<file path="config.mk">
export PLATFORM = sky130hd
export DESIGN_NAME = wsd_ctrl
export DESIGN_NICKNAME = d
export VERILOG_FILES = /design/src/rtl/core/wsd_pkg.sv /design/src/rtl/core/wsd_ctrl.sv
export SDC_FILE = /design/constraint.sdc
export NUM_CORES = 1
export LEC_CHECK = 0
export ABC_CLOCK_PERIOD_IN_PS = 2500
export BUFFER_PORTS_ARGS = -buffer_cell sky130_fd_sc_hd__buf_2
export CAP_MARGIN = 20
export CORE_AREA = 8 8 45 47
export CTS_BUF_LIST = sky130_fd_sc_hd__clkbuf_8
export CTS_CLUSTER_DIAMETER = 30
export DETAILED_ROUTE_END_ITERATION = 16
export DIE_AREA = 0 0 53 55
export GPL_TIMING_DRIVEN = 0
export PLACE_DENSITY_LB_ADDON = 0.05
export SLEW_MARGIN = 20
export SYNTH_ARGS = -nofsm -noshare
export SYNTH_HDL_FRONTEND = slang
export SYNTH_SLANG_ARGS = --single-unit
</file>
<file path="constraint.sdc">
create_clock -name clk -period 2.5 [get_ports clk]
set_clock_uncertainty 0.05 [all_clocks]
set_input_delay 0.5 -clock clk [delete_from_list [all_inputs] [get_ports clk]]
set_output_delay 0.5 -clock clk [all_outputs]
set_load 0.005 [all_outputs]
</file>
<file path="src/rtl/core/wsd_pkg.sv">
// Shared request codes and controller command bundle for the task deque.
// No dependencies; used by wsd_ctrl, wsd_datapath and work_stealing_deque.
package wsd_pkg;

  typedef enum logic [1:0] {
    REQ_PUSH_BOTTOM = 2'd0,
    REQ_POP_TOP     = 2'd1,
    REQ_POP_BOTTOM  = 2'd2,
    REQ_NONE        = 2'd3
  } req_type_t;

  localparam logic [3:0] INIT_LOG_RESET = 4'd4;

  // Commands from the controller to the datapath
  typedef struct packed {
    logic load;     // capture the request fields
    logic exec;     // update indices, access the store, register flags
    logic respond;  // result registers are on the ports this cycle
  } ctl_cmd_t;

endpackage

</file>
<file path="src/rtl/core/wsd_ctrl.sv">
// Request sequencer for the task deque: idle, execute, respond.
// Depends on wsd_pkg for the command bundle.
module wsd_ctrl (
  input  logic              clk,
  input  logic              rst,
  input  logic              start,
  output logic              busy,
  output wsd_pkg::ctl_cmd_t cmd
);

  typedef enum logic [2:0] {
    ST_IDLE = 3'b001,
    ST_EXEC = 3'b010,
    ST_RESP = 3'b100
  } state_t;

  state_t state;
  state_t state_next;

  always_comb begin
    state_next = state;
    unique case (state)
      ST_IDLE: if (start) state_next = ST_EXEC;
      ST_EXEC: state_next = ST_RESP;
      ST_RESP: state_next = ST_IDLE;
      default: state_next = ST_IDLE;
    endcase
  end

  always_ff @(posedge clk) begin
    if (rst) begin
      state <= ST_IDLE;
    end else begin
      state <= state_next;
    end
  end

  assign busy        = (state != ST_IDLE);
  assign cmd.load    = (state == ST_IDLE) && start;
  assign cmd.exec    = (state == ST_EXEC);
  assign cmd.respond = (state == ST_RESP);

endmodule

</file>
==> results of run 1 <==
kinds of logic after synthesis:
family	count (synthesis)	share of synthesized area [%]
compound gates	1	6.25
flops	3	42.9
simple gates	9	42.9
buf+inv	2	8.04
through the flow:
step                      util, %  hold WS, ns  instance area, um^2  std cells
after floorplan                 -        0.409                  140         15
after global placement       13.7        0.451                  190         37
after detailed placement     13.7        0.429                  190         37
after CTS                    17.0        0.433                  235         41
after global routing         17.0        0.440                  235         41
final                        17.0        0.435                  235         41
how the worst min path moves through the flow:
stage               cells after the start       end  startpoint
floorplan                               2  state[1]    state[0]
detailed placement                      2  state[1]    state[0]
global route                            2  state[1]         rst
finish                                  2  state[1]         rst
global placement                        2  state[1]    state[0]
CTS                                     2  state[1]         rst
cell usage after synthesis:
cell	count	area share (%)
nor3_1	1	3.6
or3b_4	1	8.0
nand3b_1	1	5.4
inv_1	1	2.7
nor2_2	1	4.5
nor4_1	1	4.5
nand2b_1	2	8.9
buf_4	1	5.4
nor2_1	1	2.7
dfxtp_1	3	43
nor3b_1	1	5.4
a211o_1	1	6.3
placed cells by master, fill, tap and decap left out:
cell type  instances
nor3_1             1
buf_2              6
or3b_4             1
nand2b_1           2
a211o_1            1
dfxtp_1            3
clkbuf_8           3
nand3b_1           1
nor3b_1            1
buf_4              1
inv_1              2
nor2_1             1
nor2_2             1
nor4_1             1
routing by layer:
layer	up-vias	part of all wire, %	global-route usage [%]	wire length (um)
met4	0	5.1	5.17	19
li1	70	-	-	-
met1	60	37	2.59	137
met2	6	45	3.71	167
met5	-	0	0	0
met3	2	12	3.48	46
worst max-delay path, stage by stage (launching register included):
cell	delay (ns)
dfxtp_1	0.36
or3b_4	0.40
nor2_2	0.08
buf_2	0.11
power by group:
group          internal [uW]  total (uW)  switching, uW
logic                   10.6        17.5           6.84
clock network            105         137           32.0
registers               50.8        53.5           2.67
area by class of cell:
cell class	count	area [um^2]
timing repair buffer	6	30.0
tap	16	20.0
multi-input combinational	10	68.8
buffer	1	7.51
inverter	1	3.75
clock buffer	3	41.3
clock inverter	1	3.75
sequential	3	60.1
fill	166	1150
==> results.ini, run 1 <==
[run_status]
status=finished clean

[clock_tree]
cts.clk_slew.worst_paths_ns=0.03
clk_path_buf_depth=2
worstSkewPairLatency_ns=0.22
cts_buffers=3
hold_buffers=0
cts_tree=built
htreeDepth=1
cts_resized=0
root_buffer=clkbuf_8
cts.sink_count=3
post-cts-setup-buffer-count=0

[critical_path]
crit_start=state[0]
path_class=flop to primary output
endpoint=cmd[2]
crit_arrival_ns=1.17
worstReg2RegStart=state[1]
r2r_end=state[0]
worstRegToRegCells=2
startpoint_type=flop
reg2reg_slack_ns=1.56
cp_max_fo=5
critPathCaptureType=primary output
required_ns=1.95

[drt]
via_per_inst=3.37
dr.pass1.iters=2
ant_nets=0
drtIter0Drc=1
drc=0
vias=138
avgRoutedWirePerCell_um=9.02
wl_um=370

[floorplan]
rows=14
die_x_um=53
ioPinCount=7
core-area_um2=1380
initial_utilization_pct=10.1
dieArea_um2=2920
die_y_um=55

[final_layout]
syn2layout_area_growth_pct=67.9
reg_top3=state (3)
nNetsFinal=29
final_layout_size_suffix_gt1_share_pct=48.0
top_register=state
diodes=0
largest_reg_flops=3

[run]
cap_violations=0

[timing]
relSlewSlack_pct=87.1
drv_slew=0
layout_setup_ws_ns=0.783
setup_viol=0
timing.fmax_mhz=582
fin_crit_ns=1.72
hold_viol=0
tightest_slew_ns=0.191
grt_setup_unrepaired=false
min_period_over_period_pct=68.7
fin_setup_tns_ns=0

[hold_path]
hold_class=primary input to flop

[logic_synthesis]
syn_nets=18
yosysWarningCount=0
syn_avg_cell_area_um2=9.34
seq_area_frac_synth_pct=42.9
synthesis.area_um2=140
synthCells=15
ys_seq_elements=3
synth_cell_types=12

[power_and_ir_drop]
cellPowerDensity_nw_per_um2=882
p_leak_uw=0.000116
peakVddDrop_mv=0.227
fin_total_pwr_uw=207

[place]
place_hpwl_um=285
place_ws_ns=0.996
io_buffers=6
gp_congestion=0.647

[grt]
antenna_found_initial=0
gr-total-overflow=0
grt_max_degree=7
grt_pass1_wl_um=586
grt_pass1_vias=140
track_usage_pct=3.34

Note: power is estimated with default switching activity, not from simulation.
==> inputs of run 2 (changes only) <==
--- a/config.mk
+++ b/config.mk
@@ -5,7 +5,8 @@
 export SDC_FILE = /design/constraint.sdc
 export NUM_CORES = 1
 export LEC_CHECK = 0
-export ABC_CLOCK_PERIOD_IN_PS = 2500
+export ABC_AREA = 1
+export ABC_CLOCK_PERIOD_IN_PS = 1490
 export BUFFER_PORTS_ARGS = -buffer_cell sky130_fd_sc_hd__buf_2
 export CAP_MARGIN = 20
 export CORE_AREA = 8 8 45 47
==> constraint.sdc (replaced) <==
create_clock -name clk -period 1.49 [get_ports clk]
set_clock_uncertainty 0.05 [all_clocks]
set_input_delay 0.298 -clock clk [delete_from_list [all_inputs] [get_ports clk]]
set_output_delay 0.298 -clock clk [all_outputs]
set_load 0.005 [all_outputs]
==> results.ini, run 2 <==
[drt]
dr.pass1.iters=1  ; was 2
via_per_inst=3.17  ; was 3.37
drc=0  ; unchanged
wl_met3_um=36  ; was 46 um
ant_nets=0  ; unchanged
wl_met2_um=203  ; was 167 um
vias=146  ; was 138
avgRoutedWirePerCell_um=8.61  ; was 9.02 um
wl_um=396  ; was 370 um
drtIter0Drc=0  ; was 1
topRoutingLayerUsed=met4  ; unchanged
drt-met1-wl_um=151  ; was 137 um

[timing]
setup_viol=0  ; unchanged
drv_slew=0  ; unchanged
tightest_slew_ns=0.166  ; was 0.191 ns
timing.fmax_mhz=719
min_period_over_period_pct=93.4
hold_viol=0  ; unchanged
relSlewSlack_pct=88.9  ; was 87.1%
fin_setup_tns_ns=0  ; unchanged
grt_setup_unrepaired=false  ; unchanged
fin_crit_ns=1.39

[grt]
antenna_found_initial=0  ; unchanged
grt_max_degree=5  ; was 7
grt_pass1_vias=163  ; was 140
gr-total-overflow=0  ; unchanged
grt_pass1_wl_um=607  ; was 586 um
track_usage_pct=3.33  ; was 3.34%

[critical_path]
required_ns=1.14  ; was 1.95 ns
slowest_delay_ns=0.35  ; was 0.40 ns
crit_arrival_ns=1.04  ; was 1.17 ns
critical_path.cell_chain=inv_1 -> nand3_1 -> inv_1 -> buf_4 -> buf_2  ; was or3b_4 -> nor2_2 -> buf_2
critPathSlowestCell=dfxtp_1  ; was or3b_4
cp_common_cell=inv_1
critPathCaptureType=primary output  ; unchanged
cp_max_fo=3  ; was 5
startpoint_type=flop  ; unchanged
path_class=flop to primary output  ; unchanged

[final_layout]
multi_input_area_um2=55.1  ; was 68.8 um^2
nFillCells=162  ; was 166
syn2layout_area_growth_pct=65.5  ; was 67.9%
final_layout_size_suffix_gt1_share_pct=43.3  ; was 48.0%
mostFrequentLayoutCells=inv_1 (6), buf_2 (6)  ; was buf_2 (6), clkbuf_8 (3), dfxtp_1 (3)
design_area_um2=240  ; was 235 um^2
ff_latch_area_um2=60.1  ; unchanged
top_register=state  ; unchanged
largest_reg_flops=3  ; unchanged
fin_cells=46  ; was 41
reg_top3=state (3)  ; unchanged
fin_util_pct=17.4  ; was 17.0%
nNetsFinal=34  ; was 29
diodes=0  ; unchanged

[clock_tree]
cts_buffers=3  ; unchanged
clk_path_buf_depth=2  ; unchanged
root_buffer=clkbuf_8  ; unchanged
post-cts-setup-buffer-count=0  ; unchanged
hold_buffers=0  ; unchanged
worstSkewPairLatency_ns=0.22  ; about the same
cts_resized=0  ; unchanged
htreeDepth=1  ; unchanged
cts_tree=built  ; unchanged
cts.sink_count=3  ; unchanged
cts.clk_slew.worst_paths_ns=0.03  ; about the same

[logic_synthesis]
async_flop_share_pct=0  ; unchanged
seq_area_frac_synth_pct=41.4  ; was 42.9%
synthesis.area_um2=145  ; was 140 um^2
yosysWarningCount=0  ; unchanged
synthCells=20  ; was 15
syn_avg_cell_area_um2=7.26  ; was 9.34 um^2
ys_seq_elements=3  ; unchanged
yosysMostFrequentCell=inv_1  ; was dfxtp_1
synth_commonest_cells=inv_1 (5), dfxtp_1 (3), nand3_1 (3), nor2_1 (3)  ; was dfxtp_1 (3), nand2b_1 (2)
synth_top_area_share_pct=41.4  ; was 42.9%
synthFlopType=dfxtp_1  ; unchanged
syn_nets=23  ; was 18
synthTopCellsByArea=dfxtp_1 (41%), inv_1 (13%), nand3_1 (10%)  ; was dfxtp_1 (43%), nand2b_1 (8.9%), or3b_4 (8.0%)
synthXorXnorAreaFrac_pct=0  ; unchanged
synth_compound_area_share_pct=0  ; was 6.25%
synthAdderAreaFrac_pct=0  ; unchanged
synthMuxAreaShare_pct=0  ; unchanged
synth_top_cell_by_area=dfxtp_1  ; unchanged
synth_edf_count=0  ; unchanged
synth_cell_types=10  ; was 12
synth-simple-area-share_pct=37.9  ; was 42.9%
synth_top_family_by_area=simple AND/OR/NAND/NOR gates  ; unchanged

[place]
io_buffers=6  ; unchanged
placed_cells=42  ; was 37
place_hpwl_um=307  ; was 285 um
gp_congestion=0.615  ; was 0.647
place_area_um2=195  ; was 190 um^2

[floorplan]
dieArea_um2=2920  ; unchanged
initial_utilization_pct=10.5  ; was 10.1%
die_y_um=55  ; unchanged
ioPinCount=7  ; unchanged
die_x_um=53  ; unchanged
core-area_um2=1380  ; unchanged
rows=14  ; unchanged

[power_and_ir_drop]
p_leak_uw=0.000141  ; was 0.000116 uW
peakVddDrop_mv=0.362  ; was 0.227 mV
cellPowerDensity_nw_per_um2=1510  ; was 882 nW/um^2

[run]
cap_violations=0  ; unchanged

[hold_path]
hold_class=primary input to flop  ; unchanged

[run_status]
status=finished clean  ; unchanged

==> run 2: changes by cell type after synthesis, moves of 2 or more <==
cell / before / now
inv_1: 1 / 5
nand3_1: 0 / 3
nand2b_1: 2 / 0
nor2_1: 1 / 3
==> run 2: per-layer routing <==
| metal | vias to the layer above | global-route usage, % |
|---|---|---|
| met4 | 0 | 6.47 |
| li1 | 79 | - |
| met1 | 61 | 2.27 |
| met3 | 2 | 1.87 |
| met2 | 4 | 4.69 |
| met5 | - | 0 |
==> run 2: layout make-up <==
cell class              count  share of cell area (%)
clock inverters             1                    1.56
inverters                   6                    9.38
clock buffers               3                    17.2
multi-input cells          10                    22.9
flip-flops and latches      3                    25.0
plain buffers               1                    3.13
repair buffers              6                    12.5
well taps                  16                    8.33
==> run 2: power by group <==
group | total [uW] | internal [uW] | switching [uW]
logic | 40.5 | 18.1 | 22.4
registers | 91.9 | 87.1 | 4.88
clock network | 230 | 175 | 54.2
total | 362 | 281 | 81.5
==> run 2: worst paths after layout <==
check           start        to  slack [ns]  depth (start not counted)
max          state[0]    cmd[1]         0.1                          5
min               rst  state[1]        0.24                          2
max reg2reg  state[0]  state[0]        0.67                          4
min reg2reg  state[0]  state[1]        0.47                          2
==> run 2: worst max-delay path, delay by kind of cell, from the launching register on <==
family / cells / cell delay (ns)
DFF: 1 / 0.35
buffers and inverters: 4 / 0.35
and+or+nand+nor: 1 / 0.12
==> run 2: through the flow <==
stage	hold slack, ns	total power (uW)	setup slack, ns
after floorplan	0.319	117	0.498
after global placement	0.456	135	0.296
after detailed placement	0.458	135	0.303
after CTS	0.228	373	0.0663
after global routing	0.235	380	0.0186
final	0.235	362	0.0988
==> run 2: logic make-up after synthesis <==
group | count (synthesis)
DFF | 3
buffers and inverters | 7
and+or+nand+nor | 10
